[src/rtl/core/llhc_pkg.sv]
// Shared types and constants for the light level hysteresis classifier.
// Depends on nothing; used by every module under rtl/core.
package llhc_pkg;

  localparam int unsigned LuxW  = 17;
  localparam int unsigned FracW = 8;
  localparam int unsigned AvgW  = LuxW + FracW;
  localparam int unsigned WgtW  = 8;
  localparam int unsigned IdxW  = 3;

  // Fixed band edges for the first classification after reset or after a missing reading.
  localparam logic [LuxW-1:0] BandSoft   = 17'd300;
  localparam logic [LuxW-1:0] BandBright = 17'd3000;
  localparam logic [LuxW-1:0] BandStrong = 17'd10000;

  // Register reset values.
  localparam logic [WgtW-1:0] RstWeight     = 8'd31;
  localparam logic [LuxW-1:0] RstRiseSoft   = 17'd350;
  localparam logic [LuxW-1:0] RstFallDim    = 17'd250;
  localparam logic [LuxW-1:0] RstRiseBright = 17'd3500;
  localparam logic [LuxW-1:0] RstFallSoft   = 17'd2500;
  localparam logic [LuxW-1:0] RstRiseStrong = 17'd11500;
  localparam logic [LuxW-1:0] RstFallBright = 17'd8500;

  typedef enum logic [IdxW-1:0] {
    REG_EMA_WEIGHT   = 3'd0,
    REG_RISE_SOFT    = 3'd1,
    REG_FALL_DIM     = 3'd2,
    REG_RISE_BRIGHT  = 3'd3,
    REG_FALL_SOFT    = 3'd4,
    REG_RISE_STRONG  = 3'd5,
    REG_FALL_BRIGHT  = 3'd6
  } reg_idx_e;

  typedef enum logic [1:0] {
    LVL_DIM    = 2'd0,
    LVL_SOFT   = 2'd1,
    LVL_BRIGHT = 2'd2,
    LVL_STRONG = 2'd3
  } level_e;

  typedef struct packed {
    logic [WgtW-1:0] ema_weight;
    logic [LuxW-1:0] rise_dim_to_soft;
    logic [LuxW-1:0] fall_soft_to_dim;
    logic [LuxW-1:0] rise_soft_to_bright;
    logic [LuxW-1:0] fall_bright_to_soft;
    logic [LuxW-1:0] rise_bright_to_strong;
    logic [LuxW-1:0] fall_strong_to_bright;
  } cfg_t;

  typedef struct packed {
    level_e          light_level;
    logic            level_valid;
    logic            level_changed;
    logic [LuxW-1:0] average_lux;
  } result_t;

endpackage

[src/rtl/core/light_level_hysteresis_classifier.sv]
// Top level of the light level hysteresis classifier.
// Depends on llhc_pkg, llhc_cfg_regs and llhc_state.
//
// Usage:
//   Input channel: in_valid_i with lux_sample_i and sample_valid_i; a word is
//   taken at a rising edge with in_valid_i high and in_stall_o low.
//   Output channel: out_valid_o with light_level_o, level_valid_o,
//   level_changed_o and average_lux_o; a word leaves at an edge with
//   out_valid_o high and out_stall_i low.
//   Configuration: cfg_valid_i, cfg_index_i, cfg_data_i; cfg_ready_o is
//   always high, so a write lands at any edge with cfg_valid_i high.
//   Write registers only while no word is in flight.
// Timing:
//   A word passes the input register, then the average update and level
//   decision into the result register.
//   Throughput is one word per cycle while out_stall_i is low; the state loop
//   through the weight multiply, add and threshold compares sets that rate.
// Reset clears the average, the ready flag, the held level (dim), both
// pipeline valid flags, and loads the register defaults.
// A stalled receiver holds the result register; an empty input register takes
// one more word, and while both registers are full in_stall_o follows out_stall_i.
module light_level_hysteresis_classifier
  import llhc_pkg::*;
(
  input  logic            clk_i,
  input  logic            rst_ni,
  input  logic            in_valid_i,
  output logic            in_stall_o,
  input  logic [LuxW-1:0] lux_sample_i,
  input  logic            sample_valid_i,
  output logic            out_valid_o,
  input  logic            out_stall_i,
  output logic [1:0]      light_level_o,
  output logic            level_valid_o,
  output logic            level_changed_o,
  output logic [LuxW-1:0] average_lux_o,
  input  logic            cfg_valid_i,
  output logic            cfg_ready_o,
  input  logic [IdxW-1:0] cfg_index_i,
  input  logic [LuxW-1:0] cfg_data_i
);

  cfg_t            cfg;
  result_t         result;

  logic            s1_valid_q;
  logic [LuxW-1:0] s1_lux_q;
  logic            s1_sv_q;
  logic            out_valid_q;
  result_t         out_q;

  logic            out_free;
  logic            advance;
  logic            in_take;

  assign cfg_ready_o = 1'b1;

  llhc_cfg_regs u_cfg_regs (
    .clk_i       (clk_i),
    .rst_ni      (rst_ni),
    .cfg_valid_i (cfg_valid_i),
    .cfg_index_i (cfg_index_i),
    .cfg_data_i  (cfg_data_i),
    .cfg_o       (cfg)
  );

  assign out_free   = !out_valid_q || !out_stall_i;
  assign advance    = s1_valid_q && out_free;
  assign in_stall_o = s1_valid_q && !out_free;
  assign in_take    = in_valid_i && !in_stall_o;

  always_ff @(posedge clk_i or negedge rst_ni) begin
    if (!rst_ni) begin
      s1_valid_q <= 1'b0;
    end else if (in_take) begin
      s1_valid_q <= 1'b1;
    end else if (advance) begin
      s1_valid_q <= 1'b0;
    end
  end

  always_ff @(posedge clk_i) begin
    if (in_take) begin
      s1_lux_q <= lux_sample_i;
      s1_sv_q  <= sample_valid_i;
    end
  end

  llhc_state u_state (
    .clk_i          (clk_i),
    .rst_ni         (rst_ni),
    .upd_en_i       (advance),
    .lux_i          (s1_lux_q),
    .sample_valid_i (s1_sv_q),
    .cfg_i          (cfg),
    .result_o       (result)
  );

  always_ff @(posedge clk_i or negedge rst_ni) begin
    if (!rst_ni) begin
      out_valid_q <= 1'b0;
    end else if (out_free) begin
      out_valid_q <= advance;
    end
  end

  always_ff @(posedge clk_i) begin
    if (advance) begin
      out_q <= result;
    end
  end

  assign out_valid_o     = out_valid_q;
  assign light_level_o   = out_q.light_level;
  assign level_valid_o   = out_q.level_valid;
  assign level_changed_o = out_q.level_changed;
  assign average_lux_o   = out_q.average_lux;

endmodule

[src/rtl/core/llhc_cfg_regs.sv]
// Configuration register file: weight and the six hysteresis thresholds.
// Depends on llhc_pkg.
module llhc_cfg_regs
  import llhc_pkg::*;
(
  input  logic             clk_i,
  input  logic             rst_ni,
  input  logic             cfg_valid_i,
  input  logic [IdxW-1:0]  cfg_index_i,
  input  logic [LuxW-1:0]  cfg_data_i,
  output cfg_t             cfg_o
);

  cfg_t cfg_q;

  always_ff @(posedge clk_i or negedge rst_ni) begin
    if (!rst_ni) begin
      cfg_q.ema_weight            <= RstWeight;
      cfg_q.rise_dim_to_soft      <= RstRiseSoft;
      cfg_q.fall_soft_to_dim      <= RstFallDim;
      cfg_q.rise_soft_to_bright   <= RstRiseBright;
      cfg_q.fall_bright_to_soft   <= RstFallSoft;
      cfg_q.rise_bright_to_strong <= RstRiseStrong;
      cfg_q.fall_strong_to_bright <= RstFallBright;
    end else if (cfg_valid_i) begin
      // indexes beyond the list are dropped
      unique case (cfg_index_i)
        REG_EMA_WEIGHT:  cfg_q.ema_weight            <= cfg_data_i[WgtW-1:0];
        REG_RISE_SOFT:   cfg_q.rise_dim_to_soft      <= cfg_data_i;
        REG_FALL_DIM:    cfg_q.fall_soft_to_dim      <= cfg_data_i;
        REG_RISE_BRIGHT: cfg_q.rise_soft_to_bright   <= cfg_data_i;
        REG_FALL_SOFT:   cfg_q.fall_bright_to_soft   <= cfg_data_i;
        REG_RISE_STRONG: cfg_q.rise_bright_to_strong <= cfg_data_i;
        REG_FALL_BRIGHT: cfg_q.fall_strong_to_bright <= cfg_data_i;
        default: ;
      endcase
    end
  end

  assign cfg_o = cfg_q;

endmodule

[src/rtl/core/llhc_classify.sv]
// Level decision: fixed bands on the first word after reset or after a missing reading, hysteresis steps after.
// Depends on llhc_pkg.
module llhc_classify
  import llhc_pkg::*;
(
  input  cfg_t            cfg_i,
  input  logic [LuxW-1:0] avg_int_i,
  input  level_e          prev_level_i,
  input  logic            prev_ready_i,
  output level_e          level_o
);

  // avg >= thr*256 holds exactly when the integer part is >= thr
  always_comb begin
    level_o = LVL_DIM;
    if (!prev_ready_i) begin
      priority if (avg_int_i < BandSoft)   level_o = LVL_DIM;
      else if (avg_int_i < BandBright)     level_o = LVL_SOFT;
      else if (avg_int_i < BandStrong)     level_o = LVL_BRIGHT;
      else                                 level_o = LVL_STRONG;
    end else begin
      unique case (prev_level_i)
        LVL_DIM: begin
          level_o = (avg_int_i >= cfg_i.rise_dim_to_soft) ? LVL_SOFT : LVL_DIM;
        end
        LVL_SOFT: begin
          priority if (avg_int_i < cfg_i.fall_soft_to_dim)        level_o = LVL_DIM;
          else if (avg_int_i >= cfg_i.rise_soft_to_bright)        level_o = LVL_BRIGHT;
          else                                                    level_o = LVL_SOFT;
        end
        LVL_BRIGHT: begin
          priority if (avg_int_i < cfg_i.fall_bright_to_soft)     level_o = LVL_SOFT;
          else if (avg_int_i >= cfg_i.rise_bright_to_strong)      level_o = LVL_STRONG;
          else                                                    level_o = LVL_BRIGHT;
        end
        LVL_STRONG: begin
          level_o = (avg_int_i < cfg_i.fall_strong_to_bright) ? LVL_BRIGHT : LVL_STRONG;
        end
        default: level_o = LVL_DIM;
      endcase
    end
  end

endmodule

[src/rtl/core/llhc_state.sv]
// Smoothed average, ready flag and held level, with their update logic.
// Depends on llhc_pkg and llhc_classify.
module llhc_state
  import llhc_pkg::*;
(
  input  logic            clk_i,
  input  logic            rst_ni,
  input  logic            upd_en_i,
  input  logic [LuxW-1:0] lux_i,
  input  logic            sample_valid_i,
  input  cfg_t            cfg_i,
  output result_t         result_o
);

  logic [AvgW-1:0]   avg_q, avg_d;
  logic              ready_q, ready_d;
  level_e            level_q, level_d, level_cls;

  logic signed [AvgW:0]        delta;
  logic signed [AvgW+WgtW+1:0] prod;
  logic signed [AvgW+WgtW+1:0] prod_r;
  logic signed [AvgW+1:0]      step;
  logic signed [AvgW+2:0]      sum;
  logic [AvgW-1:0]             avg_upd;

  // step = floor((delta*w + 128) / 256)
  assign delta  = $signed({1'b0, lux_i, {FracW{1'b0}}}) - $signed({1'b0, avg_q});
  assign prod   = delta * $signed({1'b0, cfg_i.ema_weight});
  assign prod_r = prod + $signed({{(AvgW+WgtW+2-FracW){1'b0}}, 1'b1, {(FracW-1){1'b0}}});
  assign step   = prod_r[AvgW+WgtW+1:FracW];
  assign sum    = $signed({3'b000, avg_q}) + $signed({step[AvgW+1], step});

  // clamp at zero
  assign avg_upd = sum[AvgW+2] ? '0 : sum[AvgW-1:0];

  always_comb begin
    if (!sample_valid_i) begin
      avg_d = '0;
    end else if (!ready_q) begin
      avg_d = {lux_i, {FracW{1'b0}}};
    end else begin
      avg_d = avg_upd;
    end
  end

  llhc_classify u_classify (
    .cfg_i        (cfg_i),
    .avg_int_i    (avg_d[AvgW-1:FracW]),
    .prev_level_i (level_q),
    .prev_ready_i (ready_q),
    .level_o      (level_cls)
  );

  // a missing reading keeps the held level
  assign level_d = sample_valid_i ? level_cls : level_q;
  assign ready_d = sample_valid_i;

  always_ff @(posedge clk_i or negedge rst_ni) begin
    if (!rst_ni) begin
      avg_q   <= '0;
      ready_q <= 1'b0;
      level_q <= LVL_DIM;
    end else if (upd_en_i) begin
      avg_q   <= avg_d;
      ready_q <= ready_d;
      level_q <= level_d;
    end
  end

  always_comb begin
    result_o.light_level   = ready_d ? level_d : LVL_DIM;
    result_o.level_valid   = ready_d;
    result_o.level_changed = (ready_q != ready_d) ||
                             (ready_q && ready_d && (level_q != level_d));
    result_o.average_lux   = ready_d ? avg_d[AvgW-1:FracW] : '0;
  end

endmodule
[config.mk]
export PLATFORM = sky130hd
export DESIGN_NAME = light_level_hysteresis_classifier
export DESIGN_NICKNAME = d
export VERILOG_FILES = /design/src/rtl/core/llhc_pkg.sv /design/src/rtl/core/light_level_hysteresis_classifier.sv /design/src/rtl/core/llhc_cfg_regs.sv /design/src/rtl/core/llhc_classify.sv /design/src/rtl/core/llhc_state.sv
export SDC_FILE = /design/constraint.sdc
export NUM_CORES = 1
export LEC_CHECK = 0
export BUFFER_PORTS_ARGS = -buffer_cell sky130_fd_sc_hd__buf_2
export CORE_MARGIN = 3
export CORE_UTILIZATION = 25
export DETAILED_ROUTE_END_ITERATION = 6
export PLACE_DENSITY = 0.46
export SLEW_MARGIN = 10
export SYNTH_ARGS = -nofsm -noshare
export SYNTH_HDL_FRONTEND = slang
export SYNTH_HIERARCHICAL = 1
export SYNTH_SLANG_ARGS = --single-unit
[constraint.sdc]
create_clock -name clk_i -period 12 [get_ports clk_i]
set_input_delay 0.6 -clock clk_i [delete_from_list [all_inputs] [get_ports clk_i]]
set_output_delay 0.6 -clock clk_i [all_outputs]
set_load 0.005 [all_outputs]
==> qor.yml <==
clock_network:
  cts_max_path_buffers: 2
  path_clk_slew_ps: 70
  clockRootBuffer: "clkbuf_16"
  ctsHtreeMaxLevel: 4
  cts_buffers: 17
  hold_buffers: 0
  clock_latency_ps: 450
  cts_num_sinks: 179
  cts_tree: "yes"
grt:
  grt_usage_pct: 13.9
  grt_pass1_vias: 15400
  grt_overflow: 0
  grt_pass1_wl_microns: 88700
  antenna_found_initial: 3
  grt_max_degree: 98
finish:
  final_nets: 2496
  post_layout_nonfiller_instances: 3099
  final_common_cell: "inv_1"
  area_delta_synth_final_pct: 15.3
  drive_gt1_share_pct: 21.2
  stdcell_area_sq_mm: 0.0222
  layout_common_cells: "inv_1 (259), ha_1 (233), nand2_1 (184)"
yosys:
  synth_warnings: 6
  yosysTopAreaCellShare_pct: 16.9
  avgSynthCellArea_sq_um: 9.99
  synthArstFlopShare_pct: 78.2
  synthTopCellsByArea: "fa_1 (17%), ha_1 (15%), dfrtp_1 (13%)"
  syn_area_sq_mm: 0.0193
  post_synth_num_cell_types: 85
  synth_edf_count: 39
  synthFlopType: "dfrtp_1"
  seq_area_frac_synth_pct: 24.5
  syn_nets: 2371
  ys_seq_elements: 179
  yosysTopAreaCell: "fa_1"
  synthCells: 1930
timing:
  worstMarginPinSlew_ps: 1150
  whs_ps: 257
  fin_worst_skew_ps: 16.4
  fin_crit_sh_pct: 95.6
  maxSlewHeadroom_pct: 23.3
  hold_viol_final: 0
  drv_slew: 0
  setup_violations: 0
  max_freq_mhz: 87.2
  min_period_ps: 11470
floorplan:
  dieArea_sq_mm: 0.0805
  fp.dieH_microns: 284
  num_rows: 101
  ios: 67
  coreArea_sq_mm: 0.0762
  initial_utilization_pct: 25.3
  die_x_microns: 284
place:
  gp_congestion: 0.849
  dp_cells: 3051
  hpwlAfterDp_microns: 43700
  place_area_sq_mm: 0.0212
  portBuffers: 65
drt:
  avgViaCountPerCell: 4.66
  drt_iter0_drc: 806
  ant_nets: 0
  vias: 14400
  drt-total-wl_microns: 55800
  drc: 0
  drtPass1Iterations: 5
  wl_per_cell_microns: 18.0
min_path:
  holdCritPathClass: "in -> async"
worst_setup_path:
  endpoint_kind: "flop"
  cp-start-kind: "flop"
  path_class: "reg -> reg"
  slowest_stage: "fa_1"
  cp_data_required_time_ps: 12200
  critPathMaxFanout: 8
  slowest_delay_ps: 540
  critPathMostFrequentCell: "ha_1"
  crit_arrival_ps: 11680
job:
  cap_violations: 0
run_status:
  status: "finished clean"
-- cells in the mapped netlist, types with 6 or more instances --
cell and number:
inv_1 259, nand3_1 29, a2bb2oi_1 6, buf_4 24, xor2_1 17, a21o_1 41
nor2_1 62, buf_6 10, o21a_1 14, and3_1 9, a32o_1 7, and2_1 121
clkbuf_1 30, o21ai_1 6, a211oi_1 15, ha_1 235, xnor2_1 50, dfstp_2 42
nor3_1 20, o211ai_1 7, mux2_2 80, dfrtp_1 98, nand4_1 19, mux2_4 30
edfxtp_1 39, o31ai_1 27, nor2b_1 12, nand2b_1 10, a31oi_1 13, or2_2 6
and4_1 11, a31o_2 6, nand2_1 184, a21boi_0 6, o21ai_0 63, fa_1 163
a21oi_1 72
-- flip-flops by register name (all words and copies together) (netlist names) --
name / cells
level_valid_o: 1
light_level_o: 2
u_state/ready_q: 1
s1_valid_q: 1
u_state/avg_q: 25
s1_sv_q: 1
out_valid_o: 1
u_cfg_regs/cfg_o: 110
s1_lux_q: 17
level_changed_o: 1
average_lux_o: 17
u_state/level_q: 2
-- per-stage QoR --
stage | setup TNS (ps) | util [%] | worst slack [ps]
global route | -25.7 | 29.2 | -25.7
finish | 0 | 29.2 | 529
CTS | 0 | 28.7 | 0.204
detailed placement | -104 | 27.9 | -104
global placement | 0 | 27.9 | 54.8
floorplan | 0 | - | 826
-- metal layers --
metal  track usage [%]  part of all wire [%]  wire [microns]
met5                 0                 0.022              12
met4              3.23                   1.9            1080
met3              1.87                   3.3            1820
met2              23.2                    47           26300
met1              19.2                    48           26600
-- path summary, 6_finish.rpt --
path,start,endpoint,slack (ps),cells past startpoint
max in group asynchronous,rst_ni,u_state/avg_q[10],10510,2
setup reg to reg,s1_lux_q[3],level_changed_o,530,46
min in group clk_i,lux_sample_i[9],s1_lux_q[9],320,1
setup / recovery,s1_lux_q[3],level_changed_o,530,46
hold / removal,rst_ni,u_cfg_regs/cfg_o[90],260,1
hold reg to reg,u_cfg_regs/cfg_o[15],u_cfg_regs/cfg_o[15],510,1
-- worst max-delay path: cells and delay by family (launching register included) --
kind	cells	cell delay, ps
DFF	1	450
adders and majority gates	9	3570
buffers and inverters	5	810
and+or+nand+nor	9	1340
AOI/OAI and AO/OA	20	4550
xor gates and xnor gates	3	510
-- final cells by class --
| type | instances | area (sq um) |
|---|---|---|
| Inverter | 259 | 972 |
| Antenna cell | 1 | 2.50 |
| Tap cell | 1030 | 1290 |
| Clock buffer | 17 | 425 |
| Sequential cell | 179 | 4730 |
| Multi-Input combinational cell | 1422 | 13400 |
| Fill cell | 8026 | 54000 |
| Timing Repair Buffer | 176 | 1190 |
| Clock inverter | 15 | 189 |
-- cell families (layout without fill, tap and decap cells) --
| kind of cell | after synthesis | after routing | synth area share [%] |
|---|---|---|---|
| AOI/OAI and AO/OA | 331 | 331 | 11.9 |
| buffers and inverters | 329 | 467 | 7.29 |
| adders and majority gates | 398 | 398 | 32.2 |
| muxes | 113 | 113 | 7.17 |
| DFF | 179 | 179 | 24.5 |
| and+or+nand+nor | 511 | 511 | 13.8 |
| xor gates and xnor gates | 68 | 68 | 3.13 |
| other | 1 | 2 | 0.0194 |
-- what timing repair did --
action	in CTS	in global routing
pin swaps	0	11
setup buffers	0	15
resized for setup	2	55
endpoints found under the setup margin	1	5
Power is not shown: default switching activity piles up to over one toggle a cycle in this logic, so the estimate is an artifact.
